$ cat config.mk
export PLATFORM = sky130hd
export DESIGN_NAME = waypoint_arrival_qualifier
export DESIGN_NICKNAME = d
export VERILOG_FILES = /design/src/sv/waq_pkg.sv /design/src/sv/waq_isqrt.sv /design/src/sv/waypoint_arrival_qualifier.sv
export SDC_FILE = /design/constraint.sdc
export NUM_CORES = 2
export LEC_CHECK = 0
export BUFFER_PORTS_ARGS = -buffer_cell sky130_fd_sc_hd__clkbuf_2
export CAP_MARGIN = 20
export CORE_MARGIN = 2
export CORE_UTILIZATION = 55
export CTS_CLUSTER_DIAMETER = 120
export DETAILED_ROUTE_END_ITERATION = 6
export PLACE_DENSITY = 0.7
export SETUP_SLACK_MARGIN = 0.05
export SYNTH_ARGS = -nofsm -noshare
export SYNTH_HDL_FRONTEND = slang
export SYNTH_SLANG_ARGS = --single-unit
$ cat constraint.sdc
create_clock -name clk -period 12.4 [get_ports clk]
set_input_delay 1.86 -clock clk [delete_from_list [all_inputs] [get_ports clk]]
set_output_delay 1.86 -clock clk [all_outputs]
set_load 0.05 [all_outputs]
$ cat src/sv/waq_pkg.sv
// waq_pkg: shared constants and types for the waypoint arrival qualifier.
// Register indexes, register reset values and the root unit status struct.
// No dependencies.
`default_nettype none

package waq_pkg;

  localparam int CfgIdxW = 3;
  localparam int CfgDataW = 16;

  localparam logic [CfgIdxW-1:0] CFG_APPROACH  = 3'd0;
  localparam logic [CfgIdxW-1:0] CFG_PRECISION = 3'd1;
  localparam logic [CfgIdxW-1:0] CFG_NOISE     = 3'd2;
  localparam logic [CfgIdxW-1:0] CFG_CONVERGE  = 3'd3;
  localparam logic [CfgIdxW-1:0] CFG_DWELL     = 3'd4;
  localparam logic [CfgIdxW-1:0] CFG_MIN_NEAR  = 3'd5;

  localparam logic [15:0] APPROACH_RST  = 16'd2000;
  localparam logic [15:0] PRECISION_RST = 16'd600;
  localparam logic [15:0] NOISE_RST     = 16'd250;
  localparam logic [15:0] CONVERGE_RST  = 16'd50;
  localparam logic [15:0] DWELL_RST     = 16'd1000;
  localparam logic [7:0]  MIN_NEAR_RST  = 8'd8;

  localparam int DistW = 22;

  typedef struct packed {
    logic busy;
    logic done;
  } sqrt_stat_t;

endpackage

`default_nettype wire

$ cat src/sv/waq_isqrt.sv
// waq_isqrt: bit-serial floor square root, one root bit per cycle.
// Uses waq_pkg for the status struct.
`default_nettype none

module waq_isqrt import waq_pkg::*; #(
  parameter int RW = 22
) (
  input  wire logic            clk,
  input  wire logic            rst_n,
  input  wire logic            start,
  input  wire logic [2*RW-1:0] radicand,
  output sqrt_stat_t           stat,
  output logic [RW-1:0]        root
);

  localparam int CntW = $clog2(RW + 1);

  logic [2*RW-1:0] rad_r, rad_nxt;
  logic [RW+1:0]   rem_r, rem_nxt;
  logic [RW-1:0]   root_r, root_nxt;
  logic [CntW-1:0] cnt_r, cnt_nxt;
  logic            busy_r, busy_nxt;
  logic            done_r, done_nxt;
  logic [RW+3:0]   rem_sh;
  logic [RW+3:0]   trial;
  logic            ge;

  assign rem_sh = {rem_r, rad_r[2*RW-1:2*RW-2]};
  assign trial  = {2'b00, root_r, 2'b01};
  assign ge     = rem_sh >= trial;

  always_comb begin
    rad_nxt  = rad_r;
    rem_nxt  = rem_r;
    root_nxt = root_r;
    cnt_nxt  = cnt_r;
    busy_nxt = busy_r;
    done_nxt = 1'b0;
    if (start) begin
      rad_nxt  = radicand;
      rem_nxt  = '0;
      root_nxt = '0;
      cnt_nxt  = '0;
      busy_nxt = 1'b1;
    end else if (busy_r) begin
      rad_nxt  = {rad_r[2*RW-3:0], 2'b00};
      rem_nxt  = ge ? (RW+2)'(rem_sh - trial) : (RW+2)'(rem_sh);
      root_nxt = {root_r[RW-2:0], ge};
      if (cnt_r == CntW'(RW - 1)) begin
        busy_nxt = 1'b0;
        done_nxt = 1'b1;
      end else begin
        cnt_nxt = cnt_r + 1'b1;
      end
    end
  end

  always_ff @(posedge clk) begin
    if (!rst_n) begin
      busy_r <= 1'b0;
      done_r <= 1'b0;
      cnt_r  <= '0;
    end else begin
      busy_r <= busy_nxt;
      done_r <= done_nxt;
      cnt_r  <= cnt_nxt;
    end
  end

  always_ff @(posedge clk) begin
    rad_r  <= rad_nxt;
    rem_r  <= rem_nxt;
    root_r <= root_nxt;
  end

  assign stat.busy = busy_r;
  assign stat.done = done_r;
  assign root      = root_r;

endmodule

`default_nettype wire

$ cat src/sv/waypoint_arrival_qualifier.sv
// waypoint_arrival_qualifier: distance, window statistics and arrival decision.
// Depends on waq_pkg and waq_isqrt.
//
//  channel | direction | handshake            | payload
//  in_     | sink      | in_valid / in_stall  | targets, poses, time_ms, restart
//  out_    | source    | out_valid / out_stall| reached, near, distance_mm
//  cfg_    | sink      | cfg_valid / cfg_ready| cfg_index, cfg_data
//
// A transaction passes the states SQ, ROOT, WIN, WALK, NMUL, CALC and DEC in that
// order; its result is registered on leaving DEC and the next one is taken in IDLE.
// The walk over the window grows with the window fill.
// One shared multiplier serves squares, sums of squares and thresholds.
// Reset is synchronous; the window needs none. in_stall is high while a
// transaction is in work; a result waits in the output register under out_stall.
`default_nettype none

module waypoint_arrival_qualifier import waq_pkg::*; #(
  parameter int WINDOW   = 10,
  parameter int POS_BITS = 21
) (
  input  wire logic                clk,
  input  wire logic                rst_n,
  input  wire logic                in_valid,
  output logic                     in_stall,
  input  wire logic [POS_BITS-1:0] in_target_x,
  input  wire logic [POS_BITS-1:0] in_target_y,
  input  wire logic [POS_BITS-1:0] in_target_z,
  input  wire logic [POS_BITS-1:0] in_pose_x,
  input  wire logic [POS_BITS-1:0] in_pose_y,
  input  wire logic [POS_BITS-1:0] in_pose_z,
  input  wire logic [31:0]         in_time_ms,
  input  wire logic                in_restart,
  output logic                     out_valid,
  input  wire logic                out_stall,
  output logic                     out_reached,
  output logic                     out_near,
  output logic [DistW-1:0]         out_distance_mm,
  input  wire logic                cfg_valid,
  output logic                     cfg_ready,
  input  wire logic [CfgIdxW-1:0]  cfg_index,
  input  wire logic [CfgDataW-1:0] cfg_data
);

  localparam int P   = POS_BITS;
  localparam int DW  = P + 1;
  localparam int NW  = $clog2(WINDOW + 1);
  localparam int IW  = $clog2(WINDOW);
  localparam int SW  = DW + NW;
  localparam int QW  = 2 * DW + NW;
  localparam int DV  = 2 * SW;
  localparam int MW  = (SW > 32) ? SW : 32;
  localparam int PW  = 2 * MW;
  localparam int N2W = 32 + 2 * NW;
  localparam int CB  = (DV > N2W) ? DV : N2W;
  localparam int CW  = CB + 5;
  localparam int OW  = DW + 2;

  localparam logic [3:0] ST_IDLE = 4'd0;
  localparam logic [3:0] ST_SQ   = 4'd1;
  localparam logic [3:0] ST_ROOT = 4'd2;
  localparam logic [3:0] ST_WIN  = 4'd3;
  localparam logic [3:0] ST_WALK = 4'd4;
  localparam logic [3:0] ST_NMUL = 4'd5;
  localparam logic [3:0] ST_CALC = 4'd6;
  localparam logic [3:0] ST_DEC  = 4'd7;

  logic [3:0]      state_r, state_nxt;
  logic [2:0]      cnt_r, cnt_nxt;
  logic [NW-1:0]   fill_r, fill_nxt;
  logic            near_r, near_nxt;
  logic [7:0]      count_r, count_nxt;
  logic [31:0]     since_r, since_nxt;
  logic            out_valid_r, out_valid_nxt;
  logic            ph_r, ph_nxt;

  logic [15:0]     app_r, app_nxt;
  logic [15:0]     prec_r, prec_nxt;
  logic [15:0]     noise_r, noise_nxt;
  logic [15:0]     conv_r, conv_nxt;
  logic [15:0]     dwell_r, dwell_nxt;
  logic [7:0]      minn_r, minn_nxt;

  logic [P-1:0]    adx_r, adx_nxt;
  logic [P-1:0]    ady_r, ady_nxt;
  logic [P-1:0]    adz_r, adz_nxt;
  logic [31:0]     time_r, time_nxt;
  logic [2*DW-1:0] s_r, s_nxt;
  logic [DW-1:0]   d_r, d_nxt;
  logic [DW-1:0]   win_r [WINDOW];
  logic [DW-1:0]   win_nxt [WINDOW];
  logic [NW-1:0]   idx_r, idx_nxt;
  logic [SW-1:0]   sum_r, sum_nxt;
  logic [QW-1:0]   sumsq_r, sumsq_nxt;
  logic [DW+1:0]   so_r, so_nxt;
  logic [DW+1:0]   sn_r, sn_nxt;
  logic [DV-1:0]   msh_r, msh_nxt;
  logic [NW-1:0]   nsh_r, nsh_nxt;
  logic [DV-1:0]   nsq_r, nsq_nxt;
  logic [DV-1:0]   ssq_r, ssq_nxt;
  logic [31:0]     nz_r, nz_nxt;
  logic [N2W-1:0]  noise2_r, noise2_nxt;
  logic [16+NW-1:0] an_r, an_nxt;
  logic [16+NW-1:0] pn_r, pn_nxt;
  logic [PW-1:0]   mp_r;
  logic            reached_r, reached_nxt;
  logic            onear_r, onear_nxt;
  logic [DistW-1:0] dist_r, dist_nxt;

  logic [MW-1:0]   ma, mb;
  logic            sq_start;
  sqrt_stat_t      sq_stat;
  logic [DW-1:0]   sq_root;

  logic [P:0]      dx, dy, dz;
  logic [P-1:0]    adx, ady, adz;

  logic [CW-1:0]   dvar, noise2, sum_c, an_c, pn_c;
  logic signed [CW-1:0] rdiff, cv;
  logic            w_app, w_prec, stable, conv_ok, diverge, stat_near, far;
  logic [7:0]      count_inc;
  logic [31:0]     elapsed;

  waq_isqrt #(.RW(DW)) u_isqrt (
    .clk      (clk),
    .rst_n    (rst_n),
    .start    (sq_start),
    .radicand (s_r),
    .stat     (sq_stat),
    .root     (sq_root)
  );

  assign dx  = {in_target_x[P-1], in_target_x} - {in_pose_x[P-1], in_pose_x};
  assign dy  = {in_target_y[P-1], in_target_y} - {in_pose_y[P-1], in_pose_y};
  assign dz  = {in_target_z[P-1], in_target_z} - {in_pose_z[P-1], in_pose_z};
  assign adx = dx[P] ? P'(-dx) : dx[P-1:0];
  assign ady = dy[P] ? P'(-dy) : dy[P-1:0];
  assign adz = dz[P] ? P'(-dz) : dz[P-1:0];

  assign dvar   = CW'(nsq_r) - CW'(ssq_r);
  assign noise2 = CW'(noise2_r);
  assign sum_c  = CW'(sum_r);
  assign an_c   = CW'(an_r);
  assign pn_c   = CW'(pn_r);
  assign cv     = $signed(CW'(conv_r));
  assign rdiff  = (fill_r >= NW'(6)) ?
                  ($signed(CW'(so_r) - CW'(sn_r)) <<< 3) : '0;
  assign w_app     = sum_c < an_c;
  assign w_prec    = sum_c < pn_c;
  assign stable    = (dvar < noise2) && (fill_r >= NW'(5));
  assign conv_ok   = (rdiff + cv * 9) > 0;
  assign diverge   = (rdiff + cv * 18) < 0;
  assign stat_near = ((dvar << 2) < noise2) && w_prec;
  assign far       = ((sum_c << 1) > an_c * 3) || (dvar > noise2 * 9) || diverge;
  assign count_inc = (count_r == 8'd255) ? count_r : count_r + 8'd1;
  assign elapsed   = time_r - since_r;

  always_comb begin
    logic [SW-1:0] sum_a;
    logic [QW-1:0] sumsq_a;
    logic [DW-1:0] cur;
    logic          rch;
    state_nxt     = state_r;
    cnt_nxt       = cnt_r;
    fill_nxt      = fill_r;
    near_nxt      = near_r;
    count_nxt     = count_r;
    since_nxt     = since_r;
    out_valid_nxt = out_valid_r && out_stall;
    ph_nxt        = ph_r;
    app_nxt       = app_r;
    prec_nxt      = prec_r;
    noise_nxt     = noise_r;
    conv_nxt      = conv_r;
    dwell_nxt     = dwell_r;
    minn_nxt      = minn_r;
    adx_nxt       = adx_r;
    ady_nxt       = ady_r;
    adz_nxt       = adz_r;
    time_nxt      = time_r;
    s_nxt         = s_r;
    d_nxt         = d_r;
    win_nxt       = win_r;
    idx_nxt       = idx_r;
    sum_nxt       = sum_r;
    sumsq_nxt     = sumsq_r;
    so_nxt        = so_r;
    sn_nxt        = sn_r;
    msh_nxt       = msh_r;
    nsh_nxt       = nsh_r;
    nsq_nxt       = nsq_r;
    ssq_nxt       = ssq_r;
    nz_nxt        = nz_r;
    noise2_nxt    = noise2_r;
    an_nxt        = an_r;
    pn_nxt        = pn_r;
    reached_nxt   = reached_r;
    onear_nxt     = onear_r;
    dist_nxt      = dist_r;
    ma            = '0;
    mb            = '0;
    sq_start      = 1'b0;
    cur           = win_r[idx_r[IW-1:0]];
    sum_a         = sum_r + SW'(cur);
    sumsq_a       = sumsq_r + QW'(mp_r[2*DW-1:0]);
    rch           = 1'b0;

    if (cfg_valid) begin
      unique case (cfg_index)
        CFG_APPROACH:  app_nxt   = cfg_data;
        CFG_PRECISION: prec_nxt  = cfg_data;
        CFG_NOISE:     noise_nxt = cfg_data;
        CFG_CONVERGE:  conv_nxt  = cfg_data;
        CFG_DWELL:     dwell_nxt = cfg_data;
        CFG_MIN_NEAR:  minn_nxt  = cfg_data[7:0];
        default: ;
      endcase
    end

    unique case (state_r)
      ST_IDLE: begin
        if (in_valid) begin
          adx_nxt  = adx;
          ady_nxt  = ady;
          adz_nxt  = adz;
          time_nxt = in_time_ms;
          if (in_restart) begin
            fill_nxt  = '0;
            near_nxt  = 1'b0;
            count_nxt = '0;
          end
          cnt_nxt   = '0;
          s_nxt     = '0;
          state_nxt = ST_SQ;
        end
      end
      ST_SQ: begin
        unique case (cnt_r)
          3'd0: ma = MW'(adx_r);
          3'd1: ma = MW'(ady_r);
          3'd2: ma = MW'(adz_r);
          default: ma = '0;
        endcase
        mb = ma;
        if (cnt_r != 3'd0) s_nxt = s_r + mp_r[2*DW-1:0];
        if (cnt_r == 3'd3) begin
          state_nxt = ST_ROOT;
        end else begin
          cnt_nxt = cnt_r + 3'd1;
        end
      end
      ST_ROOT: begin
        if (!sq_stat.busy && !sq_stat.done && cnt_r == 3'd3) begin
          sq_start = 1'b1;
          cnt_nxt  = '0;
        end
        if (sq_stat.done) begin
          d_nxt     = sq_root;
          state_nxt = ST_WIN;
        end
      end
      ST_WIN: begin
        if (fill_r == NW'(WINDOW)) begin
          for (int k = 0; k < WINDOW - 1; k++) begin
            win_nxt[k] = win_r[k+1];
          end
          win_nxt[WINDOW-1] = d_r;
        end else begin
          win_nxt[fill_r[IW-1:0]] = d_r;
          fill_nxt = fill_r + 1'b1;
        end
        idx_nxt   = '0;
        sum_nxt   = '0;
        sumsq_nxt = '0;
        so_nxt    = '0;
        sn_nxt    = '0;
        ph_nxt    = 1'b0;
        state_nxt = ST_WALK;
      end
      ST_WALK: begin
        ma = MW'(cur);
        mb = MW'(cur);
        if (!ph_r) begin
          ph_nxt = 1'b1;
        end else begin
          ph_nxt    = 1'b0;
          sum_nxt   = sum_a;
          sumsq_nxt = sumsq_a;
          if (idx_r < NW'(3)) so_nxt = so_r + OW'(cur);
          if ((NW+1)'(idx_r) + (NW+1)'(3) >= (NW+1)'(fill_r)) sn_nxt = sn_r + OW'(cur);
          if (idx_r == fill_r - 1'b1) begin
            msh_nxt   = DV'(sumsq_a);
            nsh_nxt   = fill_r;
            nsq_nxt   = '0;
            cnt_nxt   = '0;
            state_nxt = ST_NMUL;
          end else begin
            idx_nxt = idx_r + 1'b1;
          end
        end
      end
      ST_NMUL: begin
        if (nsh_r[0]) nsq_nxt = nsq_r + msh_r;
        msh_nxt = msh_r << 1;
        nsh_nxt = nsh_r >> 1;
        if (cnt_r == 3'(NW - 1)) begin
          cnt_nxt   = '0;
          state_nxt = ST_CALC;
        end else begin
          cnt_nxt = cnt_r + 3'd1;
        end
      end
      ST_CALC: begin
        unique case (cnt_r)
          3'd0: begin
            ma = MW'(sum_r);
            mb = MW'(sum_r);
          end
          3'd1: begin
            ma      = MW'(noise_r);
            mb      = MW'(noise_r);
            ssq_nxt = mp_r[DV-1:0];
          end
          3'd2: begin
            ma     = MW'(fill_r);
            mb     = MW'(fill_r);
            nz_nxt = mp_r[31:0];
          end
          3'd3: begin
            ma = MW'(nz_r);
            mb = MW'(mp_r[2*NW-1:0]);
          end
          3'd4: begin
            ma         = MW'(app_r);
            mb         = MW'(fill_r);
            noise2_nxt = mp_r[N2W-1:0];
          end
          3'd5: begin
            ma     = MW'(prec_r);
            mb     = MW'(fill_r);
            an_nxt = mp_r[16+NW-1:0];
          end
          default: pn_nxt = mp_r[16+NW-1:0];
        endcase
        if (cnt_r == 3'd6) begin
          state_nxt = ST_DEC;
        end else begin
          cnt_nxt = cnt_r + 3'd1;
        end
      end
      ST_DEC: begin
        if (!out_valid_r || !out_stall) begin
          if (w_app && !near_r) begin
            near_nxt  = 1'b1;
            since_nxt = time_r;
            count_nxt = 8'd1;
          end else begin
            if (near_r) begin
              count_nxt = count_inc;
              if (w_prec && stable && conv_ok &&
                  (((elapsed >= 32'(dwell_r)) && (count_inc >= minn_r)) || stat_near)) begin
                rch = 1'b1;
              end
            end
            if (!rch && near_r && far) begin
              near_nxt  = 1'b0;
              count_nxt = '0;
            end
          end
          reached_nxt   = rch;
          onear_nxt     = near_nxt;
          dist_nxt      = DistW'(d_r);
          out_valid_nxt = 1'b1;
          cnt_nxt       = '0;
          state_nxt     = ST_IDLE;
        end
      end
      default: state_nxt = ST_IDLE;
    endcase
  end

  always_ff @(posedge clk) begin
    if (!rst_n) begin
      state_r     <= ST_IDLE;
      cnt_r       <= '0;
      fill_r      <= '0;
      near_r      <= 1'b0;
      count_r     <= '0;
      since_r     <= '0;
      out_valid_r <= 1'b0;
      ph_r        <= 1'b0;
      app_r       <= APPROACH_RST;
      prec_r      <= PRECISION_RST;
      noise_r     <= NOISE_RST;
      conv_r      <= CONVERGE_RST;
      dwell_r     <= DWELL_RST;
      minn_r      <= MIN_NEAR_RST;
    end else begin
      state_r     <= state_nxt;
      cnt_r       <= cnt_nxt;
      fill_r      <= fill_nxt;
      near_r      <= near_nxt;
      count_r     <= count_nxt;
      since_r     <= since_nxt;
      out_valid_r <= out_valid_nxt;
      ph_r        <= ph_nxt;
      app_r       <= app_nxt;
      prec_r      <= prec_nxt;
      noise_r     <= noise_nxt;
      conv_r      <= conv_nxt;
      dwell_r     <= dwell_nxt;
      minn_r      <= minn_nxt;
    end
  end

  always_ff @(posedge clk) begin
    adx_r     <= adx_nxt;
    ady_r     <= ady_nxt;
    adz_r     <= adz_nxt;
    time_r    <= time_nxt;
    s_r       <= s_nxt;
    d_r       <= d_nxt;
    win_r     <= win_nxt;
    idx_r     <= idx_nxt;
    sum_r     <= sum_nxt;
    sumsq_r   <= sumsq_nxt;
    so_r      <= so_nxt;
    sn_r      <= sn_nxt;
    msh_r     <= msh_nxt;
    nsh_r     <= nsh_nxt;
    nsq_r     <= nsq_nxt;
    ssq_r     <= ssq_nxt;
    nz_r      <= nz_nxt;
    noise2_r  <= noise2_nxt;
    an_r      <= an_nxt;
    pn_r      <= pn_nxt;
    mp_r      <= ma * mb;
    reached_r <= reached_nxt;
    onear_r   <= onear_nxt;
    dist_r    <= dist_nxt;
  end

  assign in_stall        = (state_r != ST_IDLE);
  assign cfg_ready       = 1'b1;
  assign out_valid       = out_valid_r;
  assign out_reached     = reached_r;
  assign out_near        = onear_r;
  assign out_distance_mm = dist_r;

  a_fill_bound: assert property (@(posedge clk) disable iff (!rst_n)
    fill_r <= NW'(WINDOW))
    else $error("window fill beyond depth");

  a_near_count: assert property (@(posedge clk) disable iff (!rst_n)
    near_r == (count_r != 8'd0))
    else $error("near flag and near count disagree");

  a_busy_after_accept: assert property (@(posedge clk) disable iff (!rst_n)
    (in_valid && !in_stall) |=> in_stall)
    else $error("accepted a transaction without going busy");

  a_result_from_dec: assert property (@(posedge clk) disable iff (!rst_n)
    $rose(out_valid_r) |-> $past(state_r) == ST_DEC)
    else $error("result raised outside the decision step");

endmodule

`default_nettype wire
==> flow_summary_export.csv <==
group,metric,value,unit
drt,avgViaCountPerCell,6.156,
drt,drc,3,
global_routing,grt_pass1_wl,485.1,mm
cells_and_area,final_cell_area,0.1065,mm²
cells_and_area,multiInputGateArea,0.06129,mm²
clocking,cts_tree,"yes",
status,outcome,"finished, violations left",
place,postPlaceCellArea,0.1021,mm²
cells_and_area,synthToLayoutAreaGrowth,8.750,%
drt,avgRoutedWirePerCell,24.79,µm
cells_and_area,regArea,0.03036,mm²
cells_and_area,nNetsFinal,12375,
drt,drt_first_pass_iters,7,
logic_synthesis,synth_top_cell_by_area,"edfxtp_1",
pwr,p_per_area,137.6,mW/mm²
sta,final-max-slew-violation-count,0,
place,pre_cts_slack,1.610,ns
sta,hold_violations,0,
place,port_buffers,208,
critical_path,crit_top_cell,"fa_1",
place,gp_congestion,0.9815,
logic_synthesis,synth_edf_count,847,
logic_synthesis,post_synth_inst_count,10403,
drt,ant_nets,0,
clocking,root_buffer,"clkbuf_16",
run,maxCapViolations,0,
clocking,htreeDepth,3,
sta,setup_ws,1.375,ns
clocking,clock_sinks,1093,
status,violations,"DRC",
sta,setup_tns,0,ns
die,initial_utilization,55.47,%
clocking,cts_resized,0,
critical_path,worstPathMaxFanout,35,
sta,setup_violations,0,
critical_path,endpoint_kind,"flip-flop",
sta,fmax,0.09071,GHz
critical_path,critPathArrivalTime,11.72,ns
critical_path,r2r_cells,38,
cells_and_area,drive_above_1_share,7.407,%
sta,skew,0.09253,ns
logic_synthesis,yosysSeqAreaShare,31.01,%
clocking,post_cts_buffers,0,
logic_synthesis,synth_top_area_share,25.98,%
pwr,p_leak,0.04661,µW
die,die_x,425.9,µm
cells_and_area,nFillCells,15141,
clocking,clockBufferDepth,3,
min_path,min_path_cells,2,
sta,relSlewSlack,17.26,%
global_routing,grt_max_degree,101,
logic_synthesis,synth.avg_cell_area,9.411,µm²
die,coreArea,0.1765,mm²
logic_synthesis,yosysWarnings,0,
clocking,cts.clk_slew.worst_paths,0.07,ns
global_routing,grt_util_all_layers,35.44,%
pwr,irDropWorstVdd,0.1448,mV
clocking,clock_latency,0.83,ns
place,dp_hpwl,245.7,mm
logic_synthesis,ys_types,98,
die,rows,154,
critical_path,cp_slowest_cell,"a22oi_1",
sta,post-route-period-util,88.91,%
drt,drt_iter0_markers,7896,
drt,wirelength,322.2,mm
critical_path,cpPeakStageDelay,0.73,ns
critical_path,startpoint_type,"flip-flop",
sta,worst_pin_slew,1.241,ns
global_routing,grt_pass1_vias,79902,
critical_path,path_class,"flip-flop to flip-flop",
cells_and_area,stdcell_count,12997,
clocking,holdBufCountCts,0,
logic_synthesis,synth_area,0.09790,mm²
die,fp.dieArea,0.1814,mm²
place,dp_cells,12746,
drt,vias,80010,
min_path,hold_class,"flip-flop to flip-flop",
logic_synthesis,synth_nets,12247,
clocking,cts_buffers,120,
logic_synthesis,synthArstFlopShare,0,%
global_routing,antenna_found_initial,29,
logic_synthesis,netlist_top_cells_area,"edfxtp_1, fa_1, ha_1, dfxtp_1, inv_1",
logic_synthesis,synth_flop_cell,"edfxtp_1",
global_routing,grt_overflow,0,
die,io_pins,210,
sta,rsz0062_at_grt,"false",
sta,fin_crit,11.02,ns
die,die_h,425.9,µm
critical_path,required,13.10,ns
logic_synthesis,ys_ff_latch,1093,
## critical path, delay by kind of cell, from the launching register on
kind / cells / cell delay (ns)
xor gates and xnor gates: 1 / 0.16
buffers and inverters: 11 / 2.37
adders and majority gates: 8 / 3.70
and+or+nand+nor: 3 / 0.46
muxes: 2 / 0.75
DFF: 1 / 0.35
AOI/OAI and AO/OA: 13 / 3.03
## power by group
group	internal (µW)	switching, µW
registers	4390	237
logic	2020	4130
clock network	2230	1650
total	8640	6020
## Yosys cell counts (52+ instances only)
library cell	instances
edfxtp_1	847
nor2b_1	104
buf_1	68
xor2_1	187
nor2_1	928
nand3_1	189
dfxtp_1	246
ha_1	940
nand4_1	65
mux2i_1	91
a21oi_1	598
inv_1	1307
a22o_1	227
a211oi_1	73
fa_1	721
and3_1	78
o21bai_1	61
o21ai_0	397
nand2_1	1181
nor3_1	136
a21o_1	236
xnor2_1	300
o21a_1	102
clkbuf_1	330
and2_1	95
a22oi_1	52
nand2b_1	112
## metrics by stage
stage          utilization, %  hold slack, ns  power (µW)
2_1_floorplan               -          0.3855        8481
3_3_place_gp            57.81          0.4380       10560
3_5_place_dp            57.84          0.4435       10660
4_1_cts                 60.27          0.4517       14530
5_1_grt                 60.30          0.4692       15340
6_report                60.32          0.4529       14650
## sequential cells by signal, indices dropped and copies added, names as in the netlist, 26 cells and up
| signal | count |
|---|---|
| mp_r | 52 |
| msh_r | 52 |
| noise2_r | 40 |
| nsq_r | 52 |
| nz_r | 32 |
| s_r | 44 |
| since_r | 32 |
| ssq_r | 52 |
| sum_r | 26 |
| sumsq_r | 48 |
| time_r | 32 |
| u_isqrt.rad_r | 44 |
| win_r | 220 |
## cell usage in the layout, fill, tap and decap left out, types with 45 or more instances in the layout
cell type  count
a21o_1       236
clkbuf_2     208
buf_4        199
a22o_1       227
nor2_1       917
o211ai_1      45
nand2b_1     111
inv_1       1305
dfxtp_1      245
nor2b_1      101
xor2_1       187
nand3_1      189
and3_1        75
o21bai_1      60
a21oi_1      592
and2_1        95
xnor2_1      300
mux2i_1       91
a22oi_1       52
fa_1         721
ha_1         939
a211oi_1      73
nand2_1     1177
nor3_1       134
nand4_1       65
clkbuf_16    126
edfxtp_1     847
o21a_1       102
o21ai_0      387
## per-layer routing
layer | part of all wire, % | GRT usage, % | up-vias
met3 | 9.8 | 8.076 | 922
met1 | 38 | 44.22 | 39006
met5 | 0.033 | 0 | -
met4 | 6.7 | 20.22 | 14
li1 | - | - | 36115
met2 | 45 | 56.72 | 3953
## path summary, 6_finish.rpt
path / start / to / slack, ns
max: idx_r[0] / mp_r[50] / 1.38
min: since_r[15] / since_r[15] / 0.45
max reg2reg: idx_r[0] / mp_r[50] / 1.38
min reg2reg: since_r[15] / since_r[15] / 0.45
## cell families after synthesis
logic type               synth area share [%]
AO/OA/AOI/OAI                           15.15
flip-flops                              31.01
multiplexers                            2.138
XOR/XNOR                                4.357
other                                0.003830
buffers and inverters                   6.615
adder cells (fa/ha/maj)                 26.76
AND/OR/NAND/NOR                         13.97
## area by class of cell
type / instances / share of cell area [%]
multi-input cells: 7590 / 57.56
flip-flops and latches: 1093 / 28.52
clock inverters: 81 / 0.9178
diodes: 19 / 0.04466
repair buffers: 411 / 2.454
well taps: 2340 / 2.750
clock buffers: 148 / 3.114
inverters: 1315 / 4.639
Note: power is estimated with default switching activity, not from simulation.
